**src/elcc_pkg.sv**
```systemverilog
// Shared constants and scaling function for the electronic load controller.
package elcc_pkg;

    // ADC samples that make up one delivered sum
    localparam int unsigned SAMPLES_PER_SUM = 64;
    // Largest accepted current setpoint
    localparam int unsigned SETPOINT_MAX = 1000;
    localparam int unsigned SETPOINT_W = 10;

    // Charge rounding divisor (mA*ms to mA*s) and its half for rounding
    localparam int unsigned CHARGE_DIV = 1000;
    localparam int unsigned CHARGE_HALF = 500;
    localparam int unsigned DIV_W = 48;
    localparam int unsigned REM_W = $clog2(CHARGE_DIV);

    // Long division by the divisor over 16-bit digits, two steps per digit
    localparam int unsigned DIGIT_W = 16;
    localparam int unsigned DIV_STEPS = 2 * (DIV_W / DIGIT_W);
    localparam int unsigned DIV_STEP_W = $clog2(DIV_STEPS);
    localparam int unsigned PART_W = REM_W + DIGIT_W;

    // ceil(2^36 / 1000): exact digit quotient for any partial dividend below 2^26
    localparam int unsigned RECIP_SHIFT = 36;
    localparam int unsigned CHARGE_RECIP = 68719477;
    localparam int unsigned RECIP_W = 27;
    localparam int unsigned RECIP_PROD_W = PART_W + RECIP_W;

    localparam int unsigned PROD_W = 48;
    localparam int unsigned SCALE_W = 24;

    // Round a scaled ADC sum to whole units and saturate at 16 bits
    function automatic logic [15:0] scale_sum(input logic [PROD_W-1:0] prod);
        logic [SCALE_W:0] rounded;
        logic [SCALE_W:0] quo;
        begin
            rounded = {1'b0, prod[SCALE_W-1:0]} + (SCALE_W+1)'(SAMPLES_PER_SUM / 2);
            quo = rounded / (SCALE_W+1)'(SAMPLES_PER_SUM);
            if (quo > (SCALE_W+1)'(16'hFFFF))
                scale_sum = 16'hFFFF;
            else
                scale_sum = quo[15:0];
        end
    endfunction

endpackage

```
**src/elcc_div.sv**
```systemverilog
// Divider by the charge rounding constant: digit-wise long division by reciprocal multiply.
module elcc_div (
    input  logic                       clk,
    input  logic                       rst_n,
    input  logic                       start,
    input  logic [elcc_pkg::DIV_W-1:0] dividend,
    output logic                       busy,
    output logic [31:0]                quotient
);
    import elcc_pkg::*;

    logic [DIV_W-1:0]        acc_reg, acc_next;
    logic [REM_W-1:0]        rem_reg, rem_next;
    logic [DIGIT_W-1:0]      qd_reg, qd_next;
    logic [DIV_STEP_W-1:0]   cnt_reg, cnt_next;
    logic                    busy_reg, busy_next;
    logic [PART_W-1:0]       part;
    logic [RECIP_PROD_W-1:0] recip_prod;
    logic [PART_W-1:0]       part_rem;

    // Form the partial dividend from the running remainder and the next digit
    assign part = {rem_reg, acc_reg[DIV_W-1 -: DIGIT_W]};
    assign recip_prod = RECIP_PROD_W'(part) * RECIP_PROD_W'(CHARGE_RECIP);
    assign part_rem = part - PART_W'(qd_reg) * PART_W'(CHARGE_DIV);

    // Even step: estimate the digit quotient; odd step: keep remainder, shift digit in
    always_comb
    begin
        acc_next = acc_reg;
        rem_next = rem_reg;
        qd_next = qd_reg;
        cnt_next = cnt_reg;
        busy_next = busy_reg;
        if (start)
        begin
            acc_next = dividend;
            rem_next = '0;
            qd_next = '0;
            cnt_next = '0;
            busy_next = 1'b1;
        end
        else if (busy_reg)
        begin
            if (!cnt_reg[0])
                qd_next = recip_prod[RECIP_SHIFT +: DIGIT_W];
            else
            begin
                rem_next = part_rem[REM_W-1:0];
                acc_next = {acc_reg[DIV_W-DIGIT_W-1:0], qd_reg};
            end
            cnt_next = cnt_reg + 1'b1;
            if (cnt_reg == DIV_STEP_W'(DIV_STEPS - 1))
                busy_next = 1'b0;
        end
    end

    // Hold busy flag under reset, datapath without
    always_ff @(posedge clk or negedge rst_n)
    begin
        if (!rst_n)
            busy_reg <= 1'b0;
        else
            busy_reg <= busy_next;
    end

    always_ff @(posedge clk)
    begin
        acc_reg <= acc_next;
        rem_reg <= rem_next;
        qd_reg <= qd_next;
        cnt_reg <= cnt_next;
    end

    assign busy = busy_reg;
    assign quotient = acc_reg[31:0];

endmodule

```
**src/electronic_load_coulomb_controller_unit.sv**
```systemverilog
// Electronic load controller core: microcoded sequencer over a shared multiplier.
//
//  channel   | direction | contents
//  s_axis    | in        | tuser: operation; tdata: setpoint, voltage_sum, current_sum
//  m_axis    | out       | tdata: drive level, on flag, mV, mA, charge, elapsed, cutoff
//  apb       | in/out    | mv_per_count @0x0, ma_per_count @0x4, cutoff_mv @0x8
//
// Tick, toggle and setpoint requests pass through fetch, one step and the result step.
// ADC deliveries add voltage and current scaling; while on, they also form the charge
// product, run the six-step digit divider rounding the increment and accumulate it.
// Reset clears pc, load state and result valid; registers return to 25, 10 and 1000.
// A stalled result holds the sequencer at its final step; one request is in work at a time.
module electronic_load_coulomb_controller_unit (
    input  logic         clk,
    input  logic         rst_n,
    input  logic         s_axis_tvalid,
    output logic         s_axis_tready,
    // [9:0] setpoint, [25:10] voltage_sum, [41:26] current_sum, [47:42] zero
    input  logic [47:0]  s_axis_tdata,
    // [1:0] operation
    input  logic [1:0]   s_axis_tuser,
    output logic         m_axis_tvalid,
    input  logic         m_axis_tready,
    // [9:0] drive_level, [10] output_on, [26:11] voltage_mv, [42:27] current_ma,
    // [74:43] charge_mas, [106:75] elapsed_ms, [107] cutoff_event, [111:108] zero
    output logic [111:0] m_axis_tdata,
    input  logic         psel,
    input  logic         penable,
    input  logic         pwrite,
    input  logic [3:0]   paddr,
    input  logic [31:0]  pwdata,
    output logic [31:0]  prdata,
    output logic         pready
);
    import elcc_pkg::*;

    typedef enum logic [3:0] {
        U_NOP, U_FETCH, U_TICK, U_TOGGLE, U_SETPT, U_MUL_V, U_SCALE_V,
        U_SCALE_C, U_MUL_Q, U_DIV_LOAD, U_ACCUM, U_CHECK
    } uop_t;

    typedef enum logic [2:0] {
        C_NEXT, C_GOTO, C_DISPATCH, C_IF_ON, C_DIV_WAIT, C_OUT_WAIT
    } cond_t;

    typedef enum logic [1:0] {
        REG_MV = 2'd0, REG_MA = 2'd1, REG_CUTOFF = 2'd2
    } reg_idx_t;

    typedef logic [3:0] pc_t;

    typedef struct packed {
        uop_t  uop;
        cond_t cond;
        pc_t   target;
    } uword_t;

    localparam pc_t PC_FETCH = 4'd0;
    localparam pc_t PC_OPS   = 4'd1;
    localparam pc_t PC_CHECK = 4'd11;

    // Control store
    function automatic uword_t urom(input pc_t pc);
        begin
            unique case (pc)
                4'd0:    urom = '{U_FETCH,    C_DISPATCH, PC_OPS};
                4'd1:    urom = '{U_TICK,     C_GOTO,     PC_CHECK};
                4'd2:    urom = '{U_TOGGLE,   C_GOTO,     PC_CHECK};
                4'd3:    urom = '{U_SETPT,    C_GOTO,     PC_CHECK};
                4'd4:    urom = '{U_MUL_V,    C_NEXT,     PC_FETCH};
                4'd5:    urom = '{U_SCALE_V,  C_NEXT,     PC_FETCH};
                4'd6:    urom = '{U_SCALE_C,  C_IF_ON,    PC_CHECK};
                4'd7:    urom = '{U_MUL_Q,    C_NEXT,     PC_FETCH};
                4'd8:    urom = '{U_DIV_LOAD, C_NEXT,     PC_FETCH};
                4'd9:    urom = '{U_NOP,      C_DIV_WAIT, PC_FETCH};
                4'd10:   urom = '{U_ACCUM,    C_NEXT,     PC_FETCH};
                4'd11:   urom = '{U_CHECK,    C_OUT_WAIT, PC_FETCH};
                default: urom = '{U_NOP,      C_GOTO,     PC_FETCH};
            endcase
        end
    endfunction

    // Configuration registers
    logic [7:0]  mv_per_count_reg;
    logic [7:0]  ma_per_count_reg;
    logic [15:0] cutoff_mv_reg;
    reg_idx_t    cfg_idx;

    // Sequencer and architectural state
    pc_t                 pc_reg, pc_next;
    logic                load_on_reg, load_on_next;
    logic [SETPOINT_W-1:0] setpoint_reg, setpoint_next;
    logic [15:0]         last_v_reg, last_v_next;
    logic [15:0]         last_c_reg, last_c_next;
    logic [31:0]         charge_reg, charge_next;
    logic [31:0]         ms_reg, ms_next;
    logic [31:0]         last_upd_reg, last_upd_next;

    // Request latch and product register
    logic [SETPOINT_W-1:0] in_sp_reg, in_sp_next;
    logic [15:0]         in_vsum_reg, in_vsum_next;
    logic [15:0]         in_csum_reg, in_csum_next;
    logic [PROD_W-1:0]   prod_reg, prod_next;

    // Result register
    logic                out_valid_reg, out_valid_next;
    logic [107:0]        out_reg, out_next;

    uword_t              uw;
    logic [31:0]         mul_a;
    logic [15:0]         mul_b;
    logic [PROD_W-1:0]   mul_p;
    logic                out_free;
    logic                div_start;
    logic                div_busy;
    logic [31:0]         div_q;
    logic [SETPOINT_W-1:0] drive;

    elcc_div u_div (
        .clk      (clk),
        .rst_n    (rst_n),
        .start    (div_start),
        .dividend (prod_reg + DIV_W'(CHARGE_HALF)),
        .busy     (div_busy),
        .quotient (div_q)
    );

    assign uw = urom(pc_reg);
    assign out_free = !out_valid_reg || m_axis_tready;
    assign div_start = (uw.uop == U_DIV_LOAD);
    assign s_axis_tready = (uw.uop == U_FETCH);

    // Select multiplier operands per step
    always_comb
    begin
        case (uw.uop)
            U_MUL_V:
            begin
                mul_a = {16'd0, in_vsum_reg};
                mul_b = {8'd0, mv_per_count_reg};
            end
            U_SCALE_V:
            begin
                mul_a = {16'd0, in_csum_reg};
                mul_b = {8'd0, ma_per_count_reg};
            end
            default:
            begin
                mul_a = ms_reg - last_upd_reg;
                mul_b = last_c_reg;
            end
        endcase
    end

    assign mul_p = mul_a * mul_b;

    // Execute the current control word and pick the next step
    always_comb
    begin
        pc_next = pc_reg;
        load_on_next = load_on_reg;
        setpoint_next = setpoint_reg;
        last_v_next = last_v_reg;
        last_c_next = last_c_reg;
        charge_next = charge_reg;
        ms_next = ms_reg;
        last_upd_next = last_upd_reg;
        in_sp_next = in_sp_reg;
        in_vsum_next = in_vsum_reg;
        in_csum_next = in_csum_reg;
        prod_next = prod_reg;
        out_valid_next = out_valid_reg && !m_axis_tready;
        out_next = out_reg;
        drive = '0;

        case (uw.uop)
            U_FETCH:
            begin
                if (s_axis_tvalid)
                begin
                    in_sp_next = s_axis_tdata[9:0];
                    in_vsum_next = s_axis_tdata[25:10];
                    in_csum_next = s_axis_tdata[41:26];
                end
            end
            U_TICK:
                ms_next = ms_reg + 32'd1;
            U_TOGGLE:
            begin
                if (load_on_reg)
                    load_on_next = 1'b0;
                else
                begin
                    charge_next = '0;
                    last_upd_next = '0;
                    ms_next = '0;
                    load_on_next = 1'b1;
                end
            end
            U_SETPT:
            begin
                if (in_sp_reg > SETPOINT_W'(SETPOINT_MAX))
                    setpoint_next = SETPOINT_W'(SETPOINT_MAX);
                else
                    setpoint_next = in_sp_reg;
            end
            U_MUL_V:
                prod_next = mul_p;
            U_SCALE_V:
            begin
                last_v_next = scale_sum(prod_reg);
                prod_next = mul_p;
            end
            U_SCALE_C:
                last_c_next = scale_sum(prod_reg);
            U_MUL_Q:
            begin
                prod_next = mul_p;
                last_upd_next = ms_reg;
            end
            U_ACCUM:
                charge_next = charge_reg + div_q;
            U_CHECK:
            begin
                if (out_free)
                begin
                    load_on_next = load_on_reg && !(cutoff_mv_reg > last_v_reg);
                    drive = load_on_next ? setpoint_reg : '0;
                    out_valid_next = 1'b1;
                    out_next = {load_on_reg && !load_on_next, last_upd_reg, charge_reg,
                                last_c_reg, last_v_reg, load_on_next, drive};
                end
            end
            default:
            begin
            end
        endcase

        // Advance the step counter
        case (uw.cond)
            C_NEXT:     pc_next = pc_reg + 4'd1;
            C_GOTO:     pc_next = uw.target;
            C_DISPATCH: pc_next = s_axis_tvalid ? uw.target + {2'd0, s_axis_tuser} : pc_reg;
            C_IF_ON:    pc_next = load_on_reg ? pc_reg + 4'd1 : uw.target;
            C_DIV_WAIT: pc_next = div_busy ? pc_reg : pc_reg + 4'd1;
            C_OUT_WAIT: pc_next = out_free ? uw.target : pc_reg;
            default:    pc_next = PC_FETCH;
        endcase
    end

    // Hold sequencer, state and configuration
    always_ff @(posedge clk or negedge rst_n)
    begin
        if (!rst_n)
        begin
            pc_reg <= PC_FETCH;
            load_on_reg <= 1'b0;
            setpoint_reg <= '0;
            last_v_reg <= '0;
            last_c_reg <= '0;
            charge_reg <= '0;
            ms_reg <= '0;
            last_upd_reg <= '0;
            out_valid_reg <= 1'b0;
            mv_per_count_reg <= 8'd25;
            ma_per_count_reg <= 8'd10;
            cutoff_mv_reg <= 16'd1000;
        end
        else
        begin
            pc_reg <= pc_next;
            load_on_reg <= load_on_next;
            setpoint_reg <= setpoint_next;
            last_v_reg <= last_v_next;
            last_c_reg <= last_c_next;
            charge_reg <= charge_next;
            ms_reg <= ms_next;
            last_upd_reg <= last_upd_next;
            out_valid_reg <= out_valid_next;
            if (psel && penable && pwrite && pready)
            begin
                unique case (cfg_idx)
                    REG_MV:     mv_per_count_reg <= pwdata[7:0];
                    REG_MA:     ma_per_count_reg <= pwdata[7:0];
                    REG_CUTOFF: cutoff_mv_reg <= pwdata[15:0];
                    default:
                    begin
                    end
                endcase
            end
        end
    end

    // Hold request payload and result payload
    always_ff @(posedge clk)
    begin
        in_sp_reg <= in_sp_next;
        in_vsum_reg <= in_vsum_next;
        in_csum_reg <= in_csum_next;
        prod_reg <= prod_next;
        out_reg <= out_next;
    end

    // Decode register reads
    assign cfg_idx = reg_idx_t'(paddr[3:2]);
    assign pready = 1'b1;

    always_comb
    begin
        unique case (cfg_idx)
            REG_MV:     prdata = {24'd0, mv_per_count_reg};
            REG_MA:     prdata = {24'd0, ma_per_count_reg};
            REG_CUTOFF: prdata = {16'd0, cutoff_mv_reg};
            default:    prdata = '0;
        endcase
    end

    assign m_axis_tvalid = out_valid_reg;
    assign m_axis_tdata = {4'd0, out_reg};

endmodule

```
**config.mk**
```make
export PLATFORM = sky130hd
export DESIGN_NAME = electronic_load_coulomb_controller_unit
export DESIGN_NICKNAME = d
export VERILOG_FILES = /design/src/elcc_pkg.sv /design/src/elcc_div.sv /design/src/electronic_load_coulomb_controller_unit.sv
export SDC_FILE = /design/constraint.sdc
export NUM_CORES = 2
export LEC_CHECK = 0
export ABC_AREA = 0
export ABC_CLOCK_PERIOD_IN_PS = 21100
export BUFFER_PORTS_ARGS = -buffer_cell sky130_fd_sc_hd__clkbuf_2
export CORE_ASPECT_RATIO = 1.1
export CORE_MARGIN = 5
export CORE_UTILIZATION = 43
export CTS_CLUSTER_DIAMETER = 150
export DETAILED_ROUTE_END_ITERATION = 8
export GPL_TIMING_DRIVEN = 0
export PLACE_DENSITY = 0.7
export SYNTH_ARGS = -nofsm -noshare
export SYNTH_HDL_FRONTEND = slang
export SYNTH_SLANG_ARGS = --single-unit
```
**constraint.sdc**
```tcl
create_clock -name clk -period 21.1 [get_ports clk]
set_input_delay 4.22 -clock clk [delete_from_list [all_inputs] [get_ports clk]]
set_output_delay 4.22 -clock clk [all_outputs]
set_load 0.01 [all_outputs]
```
* After elaboration in Yosys (flattened, before gate mapping)
Memories as Yosys holds them, arrays and structs flattened. Cells that the tools add are included.
Storage, ports and cells: bits in registers 452, output and inout port bits 147, memory bits (read-only) 160, memories kept 1
Operators by class: muxes and demuxes 25, reduce and logical (&&, ||, !) cells 32, $mul 3, bitwise logic cells 1, add/sub/neg operators 9, $lt $le $gt $ge 3, equality and inequality tests 24
Memory list:
- (name not given) | depth 16, bits a word 10, rd ports 1, clocked after Yosys merged registers in 0, write ports 0, RTL line electronic_load_coulomb_controller_unit.sv:65 | unique case (pc)
Operators with widths (count):
- 32-bit case mux with 2 select lines | 4
- 48-bit 2-to-1 mux | 3
- 26-bit by 27-bit multiplier with 52-bit output, second input constant | 1
- 48-bit by 9-bit adder with 48-bit output, second input constant | 1
- 32-bit by 16-bit multiplier with 48-bit output | 1
- 16-bit case mux with 3 select lines | 1
- 32-bit by 1-bit adder with 32-bit output, second input constant | 1
- 32-bit adder | 1
- 32-bit 2-to-1 mux | 1
- 16-bit case mux with 2 select lines | 1
- 32-bit subtractor | 1
- 24-bit by 6-bit adder with 25-bit output, second input constant | 1
- 4-bit case mux with 6 select lines | 1
- 2-bit AND reduction | 12
- 19-bit by 16-bit > comparator with 1-bit output, second input constant | 1
- 4-bit by 3-bit equality test with 1-bit output, second input constant | 4
- 4-bit equality test, second input constant | 4
- 16-bit > comparator | 1
- 16-bit by 7-bit multiplier with 7-bit output, second input constant | 1
- 16-bit 2-to-1 mux | 1
- 4-bit 2-to-1 mux | 4
- 2-bit nonzero test | 6
- 10-bit > comparator, second input constant | 1
- 10-bit 2-to-1 mux | 1
- other kinds (22) | 43

* Longest topological paths before layout
depth in word-level cells 5, gate-level depth with buffers 38, mapped depth without buffers 36

* Modules after synthesis
Synthesis repeated with hierarchy kept, for this count alone.
Second synthesis, totals: cells, all modules 5083, area, all modules 49726.4 µm²
By module, submodules not included:
- electronic_load_coulomb_controller_unit | area an instance 35221.3 µm², cells an instance 3625, times used 1
- elcc_div | area an instance 14505.2 µm², cells an instance 1458, times used 1

* Least setup slack after synthesis
No wires, ideal clock.
path kind input-to-reg, from input m_axis_tready, to register out_reg[0] (enable), required time 20.393 ns, setup time 0.707 ns, stages 2, buffers on the path 0, data arrival time 11.573 ns, slack 8.820 ns, cell sequence nor2b_1 > nor3_1
On the way: cells in the longest elaborated chain, start to end 2
RTL lines:
- start, declared | RTL line electronic_load_coulomb_controller_unit.sv:23 | input logic m_axis_tready,
- 1-bit logical OR | RTL line electronic_load_coulomb_controller_unit.sv:129 | assign out_free = !out_valid_reg || m_axis_tready;
- 2-bit AND reduction (no line)
- end signal, assigned | RTL line electronic_load_coulomb_controller_unit.sv:301 | out_reg <= out_next;
- end, declared | RTL line electronic_load_coulomb_controller_unit.sv:107 | logic [107:0] out_reg, out_next;
Every way passes these cells. A chain may end at the register's enable or synchronous reset.

* Worst setup path in the final report
from register pc_reg[0], to register prod_reg[47], data pin
On the way: cells in the longest elaborated chain, start to end 4
RTL lines:
- start, declared | RTL line electronic_load_coulomb_controller_unit.sv:90 | pc_t pc_reg, pc_next;
- start signal, assigned | RTL line electronic_load_coulomb_controller_unit.sv:271 | pc_reg <= pc_next;
- memory read 16 x 10 bit *
- 4-bit by 3-bit equality test with 1-bit output | RTL line electronic_load_coulomb_controller_unit.sv:136 | case (uw.uop)
- 32-bit case mux with 2 select lines or 16-bit case mux with 2 select lines (tied branches) | RTL line electronic_load_coulomb_controller_unit.sv:136
- 32-bit by 16-bit multiplier with 48-bit output * | RTL line electronic_load_coulomb_controller_unit.sv:155 | assign mul_p = mul_a * mul_b;
- via mul_p[47] | RTL line electronic_load_coulomb_controller_unit.sv:112 | logic [PROD_W-1:0] mul_p;
- end signal, assigned | RTL line electronic_load_coulomb_controller_unit.sv:300 | prod_reg <= prod_next;
- end, declared | RTL line electronic_load_coulomb_controller_unit.sv:103 | logic [PROD_W-1:0] prod_reg, prod_next;
Mark *: on every way through the listed nets, which the timed path passes. The rest lies on a longest branch.

==> summary.txt <==
Die
  • Die W: approximately 330 um
  • Initial Utilization: 43.3%
  • Core area: 0.112 mm2
  • Die height: 363 um
  • Die ar.: 0.120 mm2
  • # rows: 129
  • # IOs: 240

CTS
  • CTS tree: built
  • CTS buffer count: 47
  • CTS max path bufs: 3
  • CTS clk-pin slew, worst paths: 0.06 ns
  • Post-CTS Setup Inserts: 0
  • Root Buffer: clkbuf_16
  • Clock sinks: 452
  • H-tree depth: 2
  • Later-pin clock latency in the skew report: between 0.6 and 0.7 ns
  • PostCTS Resize Cnt: 0
  • Hold buffer count at CTS: 0

Detailed routing
  • Detailed Routing Iterations Pass 1: 9
  • DRT iter0 DRCs: 3081
  • Total number of vias: 36691
  • Post-DRT Antenna Nets: 0
  • WL per Instance: 20.8 um
  • DRC viols: 0
  • Via density: 5.44
  • Final wirelength: 140 mm

Outcome
  • Failing checks: max-slew violations
  • Status: finished with violations

Place
  • Port Buffers: between 150 and 200
  • Hpwl dp: roughly 120 mm
  • GP Congestion: 1.03

Logic synthesis
  • Register bit total from synthesis: 452
  • Yosys top cell by area: fa_1
  • Mean Syn Cell Area: 9.90 um2
  • Count of different cell masters after synthesis: 96
  • Most instantiated cells after synthesis: inv_1, fa_1, ha_1, nand2_1, nor2_1
  • Netlist Area Pre-Place: roughly 0.049 mm2
  • Register area share after synthesis: between 20% and 30%
  • Ys async rst share: 39.2%
  • Most numerous cell in the Yosys netlist: inv_1
  • Mapped Cells: 4918
  • Post-synth EDFFs: 246
  • Largest cells by area after synthesis: fa_1, edfxtp_1, ha_1, dfrtp_1, inv_1
  • Top cell type's share of synthesized area: 26.2%
  • Top FF cell, synth: edfxtp_1
  • Yosys warning count: 0

Timing
  • Setup TNS: 0 ns
  • Tmin final: 10.77 ns
  • Worst slew pin tran: 1.55 ns
  • RSZ-0062 raised after global routing: false
  • Peak Freq: 92.8 MHz
  • Final Hold Vio Count: 0
  • Max-Slew Margin vs Limit: -3.27%
  • Max-slew violations: 10
  • Clock skew: 0.0448 ns
  • Setup-failing EPs final: 0
  • Final worst-path cycle share: 51.1%

Worst setup path
  • Crit-path slowest cell: a221oi_2
  • CP Class: reg -> reg
  • Worst endpoint data arrival time: 11.15 ns
  • CP Max Fanout: 10
  • Most frequent cell on the critical path: fa_1
  • Worst Setup End Kind: register
  • CP Data Required Time: 21.48 ns
  • CP Launch Type: register
  • Largest stage delay, worst path: 1.06 ns

Global routing
  • Vias in the first global route: 37789
  • Gr usage total: 23.4%
  • Largest net degree at the start of global routing: between 100 and 150
  • Final global-route overflow total: 0
  • First-pass GRT wire length: 218 mm
  • Antenna violations before repair: 7

Final layout
  • Max reg flops: about 110
  • Share of cells above drive strength 1: ~8.5%
  • Nets@finish: 6424
  • Fillers: 10423
  • Area grow syn2layout: 10.1%

Run
  • Max_cap viols: 0

Hold path
  • Worst min-delay path class: reg -> reg
-- cell type report --
type                       count  area [um2]  share of cell area [%]
inverter                     902        3390                    6.31
buffer                       188         815                    1.52
multi-input combinational   3395       32200                    60.0
clock inverter                30         388                   0.723
sequential                   452       12400                    23.1
antenna                        5        12.5                  0.0233
tap                         1506        1880                    3.51
timing repair buffer         213        1220                    2.28
clock buffer                  58        1320                    2.47
-- worst max-delay path: cells and delay by family (launching register included) --
kind / cells / cell delay [ns]
AO/OA/AOI/OAI: 12 / 3.86
XOR/XNOR: 1 / 0.09
adder cells (fa/ha/maj): 8 / 3.68
buffers and inverters: 7 / 1.20
flip-flops: 1 / 0.46
AND/OR/NAND/NOR: 6 / 1.24
-- final timing paths --
| check | start | endpoint | slack, ns | cells after the start |
|---|---|---|---|---|
| min | u_div.qd_reg[8]$_SDFFE_PP0P_ | u_div.qd_reg[8]$_SDFFE_PP0P_ | 0.47 | 2 |
| max in group asynchronous | rst_n | charge_reg[15]$_DFFE_PN0P_ | 16.49 | 2 |
| max | pc_reg[0]$_DFFE_PN0P_ | prod_reg[47]$_DFFE_PP_ | 10.33 | 34 |
| min in group asynchronous | rst_n | ms_reg[5]$_DFFE_PN0P_ | 3.62 | 1 |
| min reg2reg | u_div.qd_reg[8]$_SDFFE_PP0P_ | u_div.qd_reg[8]$_SDFFE_PP0P_ | 0.47 | 2 |
| max reg2reg | pc_reg[0]$_DFFE_PN0P_ | prod_reg[47]$_DFFE_PP_ | 10.33 | 34 |
-- logic make-up (layout without fill, tap and decap cells) --
group                      count (synthesis)  count (layout)  share of synthesized area, %
and+or+nand+nor                         1253            1253                          11.8
other                                      2              26                        0.0154
adders and majority gates               1132            1132                          38.9
AOI/OAI and AO/OA                        734             734                          10.4
muxes                                     48              48                          1.08
DFF                                      452             452                          25.5
xor gates and xnor gates                 207             207                          3.74
buffers and inverters                   1090            1391                          8.63
-- cell usage in the layout (no fill, tap or decap), types with 142 or more instances in the layout --
cell      count
a21oi_1     181
clkbuf_2    193
dfrtp_1     166
edfxtp_1    246
fa_1        637
ha_1        495
inv_1       902
nand2_1     454
nor2_1      350
o21ai_0     142
-- per-layer routing --
metal,share of wire [%],track usage [%],vias to the layer above
met2,46,38.2,1501
met3,8.7,4.87,328
met1,41,31.1,18248
met5,0.0050,0,-
met4,4.4,8.55,2
li1,-,-,16612
-- through the flow --
stage	instances	utilization (%)	cell area, um2	hold WS [ns]	setup slack (ns)
6_report	6749	47.7	53600	0.466	10.33
3_3_place_gp	6637	45.9	51600	0.449	4.98
3_5_place_dp	6655	46.1	51900	0.452	10.50
2_1_floorplan	4937	-	48800	0.432	8.82
4_1_cts	6743	47.6	53600	0.463	10.47
5_1_grt	6748	47.7	53600	0.490	9.78
Power is left out: the tool's default activity adds up to more than one toggle a clock period on the data nets, which glitch-free logic cannot reach.
